[config.mk]
export PLATFORM = sky130hd
export DESIGN_NAME = ip_fragment_group_checker_top
export DESIGN_NICKNAME = d
export VERILOG_FILES = /design/src/rtl/ifgc_pkg.sv /design/src/rtl/ifgc_group_core.sv /design/src/rtl/ifgc_result_queue.sv /design/src/rtl/ip_fragment_group_checker_top.sv
export SDC_FILE = /design/constraint.sdc
export NUM_CORES = 1
export LEC_CHECK = 0
export BUFFER_PORTS_ARGS = -buffer_cell sky130_fd_sc_hd__buf_2
export CAP_MARGIN = 30
export CORE_ASPECT_RATIO = 1.2
export CORE_MARGIN = 5
export CORE_UTILIZATION = 55
export CTS_CLUSTER_DIAMETER = 50
export DETAILED_ROUTE_END_ITERATION = 16
export HOLD_SLACK_MARGIN = 0.03
export PLACE_DENSITY = 0.77
export SETUP_SLACK_MARGIN = 0.4
export SLEW_MARGIN = 20
export SYNTH_ARGS = -nofsm -noshare
export SYNTH_HDL_FRONTEND = slang
export SYNTH_HIERARCHICAL = 1
export SYNTH_SLANG_ARGS = --single-unit
[constraint.sdc]
create_clock -name clk -period 7.57 [get_ports clk]
set_input_delay 0.3785 -clock clk [delete_from_list [all_inputs] [get_ports clk]]
set_output_delay 0.3785 -clock clk [all_outputs]
set_load 0.01 [all_outputs]
[src/rtl/ifgc_pkg.sv]
// ----------------------------------------------------------------------------
// ifgc_pkg
// Shared types, constants and the verdict function for the fragment group
// checker.
// ----------------------------------------------------------------------------
`default_nettype none

package ifgc_pkg;

	localparam int ADDR_W    = 32;
	localparam int IDENT_W   = 16;
	localparam int OFFS_W    = 13;
	localparam int PAY_W     = 16;
	localparam int NEXT_W    = 14;
	localparam int MARKS_W   = 2;

	localparam logic [PAY_W-1:0]   PAYLOAD_MAX = '1;
	localparam logic [NEXT_W-1:0]  OFFSET_MAX  = '1;
	localparam logic [MARKS_W-1:0] MARKS_MAX   = '1;

	// result queue geometry
	localparam int QUEUE_DEPTH = 3;
	localparam int QPTR_W      = 2;

	typedef enum logic [1:0] {
		VERDICT_COMPLETE  = 2'd0,
		VERDICT_DUP_LAST  = 2'd1,
		VERDICT_MISS_LAST = 2'd2,
		VERDICT_OFFS_BAD  = 2'd3
	} verdict_t;

	typedef struct packed {
		logic [ADDR_W-1:0]  address;
		logic [IDENT_W-1:0] ident;
		verdict_t           verdict;
		logic [PAY_W-1:0]   total;
		logic               run_last;
	} result_t;

	// up to two results caused by one request, res0 goes out first
	typedef struct packed {
		logic    push0;
		logic    push1;
		result_t res0;
		result_t res1;
	} push_t;

	// verdict priority: duplicate last, missing last, offset mismatch
	function automatic verdict_t verdict_of(logic [MARKS_W-1:0] marks, logic bad);
		verdict_t v;
		if (marks > MARKS_W'(1)) begin
			v = VERDICT_DUP_LAST;
		end else if (marks == '0) begin
			v = VERDICT_MISS_LAST;
		end else if (bad) begin
			v = VERDICT_OFFS_BAD;
		end else begin
			v = VERDICT_COMPLETE;
		end
		return v;
	endfunction

endpackage

`default_nettype wire

[src/rtl/ifgc_group_core.sv]
// ----------------------------------------------------------------------------
// ifgc_group_core
// Holds the open fragment group and its running totals; on each accepted
// request it updates them and forms up to two verdicts.
// ----------------------------------------------------------------------------
`default_nettype none

module ifgc_group_core (
	input  wire logic                            clk,
	input  wire logic                            arst_n,
	input  wire logic                            accept,
	input  wire logic [ifgc_pkg::ADDR_W-1:0]     source_address,
	input  wire logic [ifgc_pkg::IDENT_W-1:0]    fragment_ident,
	input  wire logic [ifgc_pkg::OFFS_W-1:0]     frag_offset,
	input  wire logic                            more_frags,
	input  wire logic [ifgc_pkg::PAY_W-1:0]      payload_bytes,
	input  wire logic                            stream_end,
	output ifgc_pkg::push_t                      push
);

	logic                            group_valid_q;
	logic [ifgc_pkg::ADDR_W-1:0]     held_address_q;
	logic [ifgc_pkg::IDENT_W-1:0]    held_ident_q;
	logic [ifgc_pkg::PAY_W-1:0]      payload_sum_q;
	logic [ifgc_pkg::NEXT_W-1:0]     next_offset_q;
	logic [ifgc_pkg::MARKS_W-1:0]    last_marks_q;
	logic                            offset_bad_q;

	logic                            key_diff;
	logic                            emit_old;
	logic                            new_group;
	logic [ifgc_pkg::PAY_W-1:0]      base_sum;
	logic [ifgc_pkg::NEXT_W-1:0]     base_off;
	logic [ifgc_pkg::MARKS_W-1:0]    base_marks;
	logic                            base_bad;
	logic [ifgc_pkg::PAY_W:0]        sum_wide;
	logic [ifgc_pkg::NEXT_W:0]       off_wide;
	logic [ifgc_pkg::PAY_W-1:0]      sum_upd;
	logic [ifgc_pkg::NEXT_W-1:0]     off_upd;
	logic [ifgc_pkg::MARKS_W-1:0]    marks_upd;
	logic                            bad_upd;
	ifgc_pkg::result_t               old_res;
	ifgc_pkg::result_t               new_res;

	// group boundary detection
	assign key_diff  = (source_address != held_address_q) || (fragment_ident != held_ident_q);
	assign emit_old  = group_valid_q && key_diff;
	assign new_group = !group_valid_q || key_diff;

	// start values: fresh group or the running totals
	assign base_sum   = new_group ? '0 : payload_sum_q;
	assign base_off   = new_group ? '0 : next_offset_q;
	assign base_marks = new_group ? '0 : last_marks_q;
	assign base_bad   = new_group ? 1'b0 : offset_bad_q;

	// saturating updates
	assign sum_wide = {1'b0, base_sum} + {1'b0, payload_bytes};
	assign off_wide = {1'b0, base_off} + (ifgc_pkg::NEXT_W+1)'(payload_bytes[ifgc_pkg::PAY_W-1:3]);
	assign sum_upd  = sum_wide[ifgc_pkg::PAY_W] ? ifgc_pkg::PAYLOAD_MAX
	                                            : sum_wide[ifgc_pkg::PAY_W-1:0];
	assign off_upd  = off_wide[ifgc_pkg::NEXT_W] ? ifgc_pkg::OFFSET_MAX
	                                             : off_wide[ifgc_pkg::NEXT_W-1:0];
	assign marks_upd = (!more_frags && (base_marks != ifgc_pkg::MARKS_MAX))
	                   ? base_marks + ifgc_pkg::MARKS_W'(1) : base_marks;
	assign bad_upd   = base_bad || ({1'b0, frag_offset} != base_off);

	// verdicts for the closing group and for the flushed group
	always_comb begin
		old_res.address  = held_address_q;
		old_res.ident    = held_ident_q;
		old_res.verdict  = ifgc_pkg::verdict_of(last_marks_q, offset_bad_q);
		old_res.total    = payload_sum_q;
		old_res.run_last = !stream_end;

		new_res.address  = source_address;
		new_res.ident    = fragment_ident;
		new_res.verdict  = ifgc_pkg::verdict_of(marks_upd, bad_upd);
		new_res.total    = sum_upd;
		new_res.run_last = 1'b1;
	end

	// results handed to the queue
	always_comb begin
		push.push0 = accept && (emit_old || stream_end);
		push.push1 = accept && emit_old && stream_end;
		push.res0  = emit_old ? old_res : new_res;
		push.res1  = new_res;
	end

	// group state
	always_ff @(posedge clk or negedge arst_n) begin
		if (!arst_n) begin
			group_valid_q  <= 1'b0;
			held_address_q <= '0;
			held_ident_q   <= '0;
			payload_sum_q  <= '0;
			next_offset_q  <= '0;
			last_marks_q   <= '0;
			offset_bad_q   <= 1'b0;
		end else if (accept) begin
			group_valid_q  <= !stream_end;
			held_address_q <= source_address;
			held_ident_q   <= fragment_ident;
			payload_sum_q  <= sum_upd;
			next_offset_q  <= off_upd;
			last_marks_q   <= marks_upd;
			offset_bad_q   <= bad_upd;
		end
	end

endmodule

`default_nettype wire

[src/rtl/ifgc_result_queue.sv]
// ----------------------------------------------------------------------------
// ifgc_result_queue
// Small register queue for verdicts: takes up to two per cycle, hands out
// one per cycle while pop is high.
// ----------------------------------------------------------------------------
`default_nettype none

module ifgc_result_queue (
	input  wire logic                            clk,
	input  wire logic                            arst_n,
	input  wire ifgc_pkg::push_t                 push,
	input  wire logic                            pop,
	output ifgc_pkg::result_t                    head,
	output logic                                 not_empty,
	output logic [ifgc_pkg::QPTR_W-1:0]          count
);

	ifgc_pkg::result_t                 entries_q [ifgc_pkg::QUEUE_DEPTH];
	logic [ifgc_pkg::QPTR_W-1:0]       wr_ptr_q;
	logic [ifgc_pkg::QPTR_W-1:0]       rd_ptr_q;
	logic [ifgc_pkg::QPTR_W-1:0]       count_q;
	logic [ifgc_pkg::QPTR_W-1:0]       wr_ptr_1;
	logic [ifgc_pkg::QPTR_W-1:0]       wr_ptr_2;
	logic [ifgc_pkg::QPTR_W-1:0]       rd_ptr_1;
	logic [ifgc_pkg::QPTR_W-1:0]       n_push;

	function automatic logic [ifgc_pkg::QPTR_W-1:0] ptr_inc(logic [ifgc_pkg::QPTR_W-1:0] p);
		logic [ifgc_pkg::QPTR_W-1:0] r;
		if (p == ifgc_pkg::QPTR_W'(ifgc_pkg::QUEUE_DEPTH - 1)) begin
			r = '0;
		end else begin
			r = p + ifgc_pkg::QPTR_W'(1);
		end
		return r;
	endfunction

	assign wr_ptr_1 = ptr_inc(wr_ptr_q);
	assign wr_ptr_2 = ptr_inc(wr_ptr_1);
	assign rd_ptr_1 = ptr_inc(rd_ptr_q);
	assign n_push   = ifgc_pkg::QPTR_W'(push.push0) + ifgc_pkg::QPTR_W'(push.push1);

	assign head      = entries_q[rd_ptr_q];
	assign not_empty = (count_q != '0);
	assign count     = count_q;

	// entry storage
	always_ff @(posedge clk) begin
		for (int i = 0; i < ifgc_pkg::QUEUE_DEPTH; i++) begin
			if (push.push0 && (wr_ptr_q == ifgc_pkg::QPTR_W'(i))) begin
				entries_q[i] <= push.res0;
			end else if (push.push1 && (wr_ptr_1 == ifgc_pkg::QPTR_W'(i))) begin
				entries_q[i] <= push.res1;
			end
		end
	end

	// pointers and fill count
	always_ff @(posedge clk or negedge arst_n) begin
		if (!arst_n) begin
			wr_ptr_q <= '0;
			rd_ptr_q <= '0;
			count_q  <= '0;
		end else begin
			if (push.push1) begin
				wr_ptr_q <= wr_ptr_2;
			end else if (push.push0) begin
				wr_ptr_q <= wr_ptr_1;
			end
			if (pop) begin
				rd_ptr_q <= rd_ptr_1;
			end
			count_q <= count_q + n_push - ifgc_pkg::QPTR_W'(pop);
		end
	end

endmodule

`default_nettype wire

[src/rtl/ip_fragment_group_checker_top.sv]
// ----------------------------------------------------------------------------
// ip_fragment_group_checker_top
// Checks grouped IPv4 fragment descriptors and emits one verdict per
// fragment group.
//
//   channel  handshake          payload
//   in       in_valid/in_stall   source_address fragment_ident frag_offset
//                                more_frags payload_bytes stream_end
//   out      out_valid/out_stall group_address group_ident verdict
//                                total_payload run_last
//
// One request is taken per cycle while in_stall is low; its verdicts enter a
// three-entry result queue at the same edge and are visible the next cycle.
// A request that closes one group and flushes another yields two verdicts;
// the queue drains one per cycle while out_stall is low, so input may stall.
// in_stall is high while the queue holds two or more verdicts.
// Reset clears the open group and empties the queue.
// ----------------------------------------------------------------------------
`default_nettype none

module ip_fragment_group_checker_top (
	input  wire logic                            clk,
	input  wire logic                            arst_n,

	input  wire logic                            in_valid,
	output logic                                 in_stall,
	input  wire logic [ifgc_pkg::ADDR_W-1:0]     source_address,
	input  wire logic [ifgc_pkg::IDENT_W-1:0]    fragment_ident,
	input  wire logic [ifgc_pkg::OFFS_W-1:0]     frag_offset,
	input  wire logic                            more_frags,
	input  wire logic [ifgc_pkg::PAY_W-1:0]      payload_bytes,
	input  wire logic                            stream_end,

	output logic                                 out_valid,
	input  wire logic                            out_stall,
	output logic [ifgc_pkg::ADDR_W-1:0]          group_address,
	output logic [ifgc_pkg::IDENT_W-1:0]         group_ident,
	output logic [1:0]                           verdict,
	output logic [ifgc_pkg::PAY_W-1:0]           total_payload,
	output logic                                 run_last
);

	logic                            in_accept;
	logic                            out_pop;
	ifgc_pkg::push_t                 core_push;
	ifgc_pkg::result_t               head;
	logic [ifgc_pkg::QPTR_W-1:0]     q_count;

	// room for two verdicts is needed before a request is taken
	assign in_stall  = (q_count > ifgc_pkg::QPTR_W'(ifgc_pkg::QUEUE_DEPTH - 2));
	assign in_accept = in_valid && !in_stall;
	assign out_pop   = out_valid && !out_stall;

	ifgc_group_core u_core (
		.clk            (clk),
		.arst_n         (arst_n),
		.accept         (in_accept),
		.source_address (source_address),
		.fragment_ident (fragment_ident),
		.frag_offset    (frag_offset),
		.more_frags     (more_frags),
		.payload_bytes  (payload_bytes),
		.stream_end     (stream_end),
		.push           (core_push)
	);

	ifgc_result_queue u_queue (
		.clk       (clk),
		.arst_n    (arst_n),
		.push      (core_push),
		.pop       (out_pop),
		.head      (head),
		.not_empty (out_valid),
		.count     (q_count)
	);

	// result fields
	assign group_address = head.address;
	assign group_ident   = head.ident;
	assign verdict       = head.verdict;
	assign total_payload = head.total;
	assign run_last      = head.run_last;

	// a flushing request always yields a verdict
	assert property (@(posedge clk) disable iff (!arst_n)
		in_accept && stream_end |-> core_push.push0)
		else $error("flush request produced no verdict");

	// a second verdict only comes with a flush
	assert property (@(posedge clk) disable iff (!arst_n)
		core_push.push1 |-> in_accept && stream_end && core_push.push0)
		else $error("second verdict without a flush");

	// of a verdict pair only the second closes the run
	assert property (@(posedge clk) disable iff (!arst_n)
		core_push.push1 |-> core_push.res1.run_last && !core_push.res0.run_last)
		else $error("run_last misplaced in verdict pair");

	// queue never overfills
	assert property (@(posedge clk) disable iff (!arst_n)
		q_count <= ifgc_pkg::QPTR_W'(ifgc_pkg::QUEUE_DEPTH))
		else $error("result queue overflow");

endmodule

`default_nettype wire
# --- After elaboration in Yosys (flattened, before gate mapping) ---
# Memory sizes are Yosys's and may differ from the RTL's.
# Index checks and enable logic that the tools add are counted.
totals:
  register_bits: 88
  ram_bits: 201
  in_bits: 83
  elab_cells: 100
  n_memories: 1
op_classes:
  addsub: 9
  order_cmp: 3
  n_eq_ne: 9
  muxes: 37
  bitwise: 3
  n_reduce_logical: 28
mem_list:
  columns: ["name", "depth", "width", "rd", "rd_clocked_by_memory_dff", "wr", "line_no", "rtl"]
  rows:
  - ["u_queue.entries_q", 3, 67, 1, 0, 3, "ifgc_result_queue.sv:18", "ifgc_pkg::result_t entries_q [ifgc_pkg::QUEUE_DEPTH];"]
ops:
  columns: ["op", "n"]
  rows:
  - ["two-way mux 67 bit", 4]
  - ["two-way mux 16 bit", 2]
  - ["!= test 32 bit", 1]
  - ["two-way mux 14 bit", 2]
  - ["two-way mux 2 bit", 13]
  - ["adder 16 x 16 -> 17 bit", 1]
  - ["two-way mux 1 bit", 16]
  - ["!= test 16 bit", 1]
  - ["adder 14 x 13 -> 15 bit", 1]
  - ["!= test 13 x 14 -> 1 bit", 1]
  - ["logical AND 1 bit", 13]
  - ["adder 2 x 1 -> 2 bit, second input constant", 4]
  - ["logical NOT 2 bit", 4]
  - ["== test 2 bit, second input constant", 3]
  - ["> comparator 2 x 1 -> 1 bit, second input constant", 3]
  - ["logical NOT 1 bit", 5]
  - ["== test 2 x 1 -> 1 bit, second input constant", 2]
  - ["logical OR 1 bit", 4]
  - ["nonzero test 2 bit", 2]
  - ["OR 1 bit", 3]
  - ["adder 1 x 1 -> 2 bit", 1]
  - ["adder 2 bit", 1]
  - ["!= test 2 bit, second input constant", 1]
  - ["subtractor 2 x 1 -> 2 bit", 1]

# --- Depth between registers and ports, before layout ---
depth:
  ltp_word: 12
  ltp_mapped: 19
  ltp_nobuf: 16

# --- Cells and area by module ---
# Netlist, hierarchy kept.
modules_own_cells:
  columns: ["module", "instances", "cells_each", "area_per_inst_um2", "seq_area_each_um2"]
  rows:
  - ["ifgc_result_queue", 1, 683, 10204.8, 6185.9]
  - ["ifgc_group_core", 1, 700, 6600.1, 2052.0]
  - ["ip_fragment_group_checker_top", 1, 3, 23.8, 0.0]

# --- Worst setup path before layout ---
# OpenSTA, ideal clock, no wires.
synth_path:
  kind: "reg-to-reg"
  from: "register u_queue.count_q, in the netlist u_queue/count[1]"
  to: "memory u_queue/entries_q[0][0] in the netlist's numbering, enable pin"
  t_arrival_ns: 6.796
  required_ns: 6.979
  path_slack_ns: 0.183
  path_stages_with_launch: 8
  path_cell_list: "dfrtp_1 -> nor2b_1 -> clkbuf_1 -> clkbuf_1 -> clkbuf_1 -> o21a_1 -> inv_1 -> o31ai_1"
synth_rtl:
  columns: ["item", "line_no", "rtl"]
  rows:
  - ["start, declared", "ifgc_result_queue.sv:21", "logic [ifgc_pkg::QPTR_W-1:0] count_q;"]
  - ["start signal, assigned", "ifgc_result_queue.sv:72", "count_q <= count_q + n_push - ifgc_pkg::QPTR_W'(pop);"]
  - ["end, declared", "ifgc_result_queue.sv:18", null]

==> results.toml <==
[status]
outcome = "finished clean"

[synthesis]
synth.cell_area_um2 = 16800
yosysTopAreaCell = "sky130_fd_sc_hd__edfxtp_1"
synth_top_cells_by_area = "sky130_fd_sc_hd__edfxtp_1, sky130_fd_sc_hd__mux2_2, sky130_fd_sc_hd__dfrtp_1, sky130_fd_sc_hd__mux2i_1, sky130_fd_sc_hd__xnor2_1"
synth_edf_count = 201
synth_cell_type_count = 68
postSynthNetCount = 1503
postSynthCellCount = 1386
ys_async_rst_share = 0.304
synth.yosys.warnings = 6
ys.flop_type = "sky130_fd_sc_hd__edfxtp_1"
postSynthAreaPerCell_um2 = 12.1
synth.cells.most_frequent = "sky130_fd_sc_hd__mux2_2, sky130_fd_sc_hd__edfxtp_1, sky130_fd_sc_hd__dfrtp_1, sky130_fd_sc_hd__nand2_1, sky130_fd_sc_hd__o21ai_0"
library_cell_with_the_highest_instance_count_after_synthesis = "sky130_fd_sc_hd__mux2_2"
synth_sequential_area_ratio = 0.490
netlist.area_leader.share = 0.359
postSynthRegisterBits = 289

[hold_path]
hold_path_class = "input pin to flop"
whs_path_cells = 2

[die]
design.core.area_um2 = 30400
rows = 70
ioPinCount = 152
chipHeight_um = 202
starting_density = 0.554
die_footprint_um2 = 34200
die_w_um = 170

[power_and_ir_drop]
p_int_mw = 4.76
power.net_switching_mw = 2.42
p_leak_nw = 7.19
max_vdd_drop_mv = 0.229
power-per-cell-area_nw_per_um2 = 384
clkPwrFrac = 0.227
sw_frac_of_total = 0.337
combPwrFrac = 0.384
pwr-share-seq = 0.388

[setup_path]
r2r_cells = 15
cp_cell_sequence = "xnor2_1, nand4_1, nor4_2, and4_4, and2_1, ha_1, a211oi_1, o211ai_1, a31oi_1, o21ai_0, o41ai_1, nor2_1, mux2i_1, mux2_2, mux2_2"
cp-end-kind = "flop"
worstSetupPathDepth = 15
reg2reg_setup_slack_ps = 2210
worstSetupPathType = "flop to flop"
critPathMostFrequentCell = "sky130_fd_sc_hd__mux2_2"
cp_buf_inv_count = 0
cp_data_arrival_time_ps = 5620
critical_path.top_delay_family = "simple AND/OR/NAND/NOR gates"
start_kind = "flop"
cp_max_delay_cell = "sky130_fd_sc_hd__and4_4"
critical_path.max_stage_delay_ps = 670
critical_path_required_ps = 7820
worstPathMaxFanout = 50

[placed_design]
place.detailed.instances = 1824
place_hpwl_mm = 24.1
placedInstanceArea_um2 = 17500
count_of_input_and_output_buffers = 151
gp_congestion = 0.834

[timing]
slew_headroom = 0.352
report.final.setup_viol = 0
grt_setup_unrepaired = "false"
worst_pin_slew_ps = 972
min_period_over_period = 0.709
post-route-min-period_ps = 5360
final_max_slew_viol_count = 0
fin_tns_setup_ps = 0
max_freq_ghz = 0.186
clock_skew_ps = 22.4
hold_viol_final = 0

[route]
initialDrtViolationCount = 749
vias = 10900
via_per_inst = 5.77
wl_mm = 38.3
drc = 0
drt-pass1-iter-count = 5
wire_per_inst_um = 20.3
final_ant_viol_nets = 0

[clock_tree]
ctsLongestPathBuffers = 3
postCtsResizedCells = 0
cts_sinks = 289
clock_tree_from_tritoncts = "built"
clock-root-buffer = "sky130_fd_sc_hd__clkbuf_16"
numCtsBuffers = 35
cts_hold_buffers = 1
clock_latency_ps = 510
cts_htree_levels = 2
clk_transition_reported_paths_ps = 60
post_cts.repair.setup_buffers = 0

[global_routing]
groute.usage.overall = 0.219
antenna_found_initial = 2
grt_overflow_total = 0
maximum_number_of_pins_on_one_net_before_global_route_repair = 73
global_route_wire_length_before_repair_mm = 59.9
first_global_vias = 11100

[cells_and_area]
final_cells = 1890
post_route_cells_drive_above_1_share = 0.349
post-route-cell-area_um2 = 18700
finish.net_count = 1583
areaGrowthSynthToFinish_pct = 10.9

[flow_run]
drv_cap = 0
## worst reg2reg max path, cell delays in order (launching register included)
cell                       delay [ps]
sky130_fd_sc_hd__dfrtp_1          400
sky130_fd_sc_hd__xnor2_1          400
sky130_fd_sc_hd__nand4_1          220
sky130_fd_sc_hd__nor4_2           590
sky130_fd_sc_hd__and4_4           670
sky130_fd_sc_hd__and2_1           270
sky130_fd_sc_hd__ha_1             250
sky130_fd_sc_hd__a211oi_1         270
sky130_fd_sc_hd__o211ai_1         170
sky130_fd_sc_hd__a31oi_1          310
sky130_fd_sc_hd__o21ai_0          170
sky130_fd_sc_hd__o41ai_1          460
sky130_fd_sc_hd__nor2_1           120
sky130_fd_sc_hd__mux2i_1          200
sky130_fd_sc_hd__mux2_2           330
sky130_fd_sc_hd__mux2_2           270
## area by class of cell
class / count / area [µm²]
diodes: 3 / 7.51
repair buffers: 167 / 906
inverters: 34 / 128
well taps: 396 / 495
flip-flops and latches: 289 / 8250
multi-input cells: 939 / 7750
fillers: 2328 / 11700
clock buffers: 48 / 975
clock inverters: 14 / 156
## per-layer routing
metal  track usage  wire length [µm]  up-vias
met5             0                13        -
met4        0.0679              1120        2
met3        0.0287              1910       59
met2         0.386             19400      301
met1         0.281             15800     5364
li1              -                 -     5184
## registers in the layout, indices dropped and copies added, names as in the netlist
signal	cells
u_core/group_valid_q	1
u_core/next_offset_q	14
u_core/held_ident_q	16
u_core/offset_bad_q	1
u_queue/count	2
u_core/payload_sum_q	16
u_queue/wr_ptr_q	2
u_queue/rd_ptr_q	2
u_core/last_marks_q	2
u_queue/entries_q	201
u_core/held_address_q	32
## metrics by stage
stage / setup WS (ps) / total power, mW / hold slack (ps) / utilization
CTS: 2150 / 7.24 / 53.2 / 0.614
global route: 1820 / 7.58 / 74.6 / 0.614
global placement: 2090 / 5.48 / 399 / 0.576
detailed placement: 2080 / 5.57 / 402 / 0.576
finish: 2210 / 7.17 / 68.5 / 0.614
floorplan: 2280 / 4.76 / 82.9 / -
## cell usage in the layout, fill, tap and decap left out, drive strengths merged, types with 3 or more instances in the layout
| master | count |
|---|---|
| buf | 166 |
| o211ai | 4 |
| nand2 | 89 |
| a31oi | 4 |
| and3 | 3 |
| inv | 38 |
| dfrtp | 88 |
| o21ai | 82 |
| nor2 | 72 |
| a21boi | 6 |
| nand3 | 11 |
| nor3 | 3 |
| mux2i | 71 |
| edfxtp | 201 |
| o21bai | 8 |
| a21oi | 55 |
| diode | 3 |
| and2 | 31 |
| o22ai | 5 |
| mux2 | 300 |
| or2 | 8 |
| xnor2 | 71 |
| ha | 31 |
| a211oi | 6 |
| nand2b | 3 |
| clkinv | 7 |
| clkbuf | 48 |
| xor2 | 5 |
| a2111oi | 4 |
| fa | 3 |
| a21o | 4 |
| nand4 | 14 |
| nor2b | 5 |
| nor4 | 5 |
| o22a | 11 |
## cells by family after synthesis
kind of cell	after synthesis	share of synthesized area
AND/OR/NAND/NOR	252	0.0738
flip-flops	289	0.490
multiplexers	371	0.243
AO/OA/AOI/OAI	205	0.0744
adder cells (fa/ha/maj)	34	0.0266
XOR/XNOR	76	0.0396
buffers and inverters	158	0.0529
other	1	0.000223
## worst paths after layout
check	start	to
min	stream_end	u_core/group_valid_q
min in group asynchronous	arst_n	u_core/payload_sum_q[2]
max in group asynchronous	arst_n	u_queue/rd_ptr_q[1]
max	u_core/held_address_q[15]	u_queue/entries_q[2][16]
min reg2reg	u_core/payload_sum_q[15]	u_core/payload_sum_q[15]
max reg2reg	u_core/held_address_q[15]	u_queue/entries_q[2][16]
## power by group through the flow
stage	clock [mW]	combinational, mW	sequential, mW
floorplan	0	2.11	2.65
global placement	0	2.69	2.79
detailed placement	0	2.76	2.81
CTS	1.67	2.79	2.79
global route	1.73	3.01	2.84
finish	1.63	2.76	2.79
(Power assumes the default switching activity.)
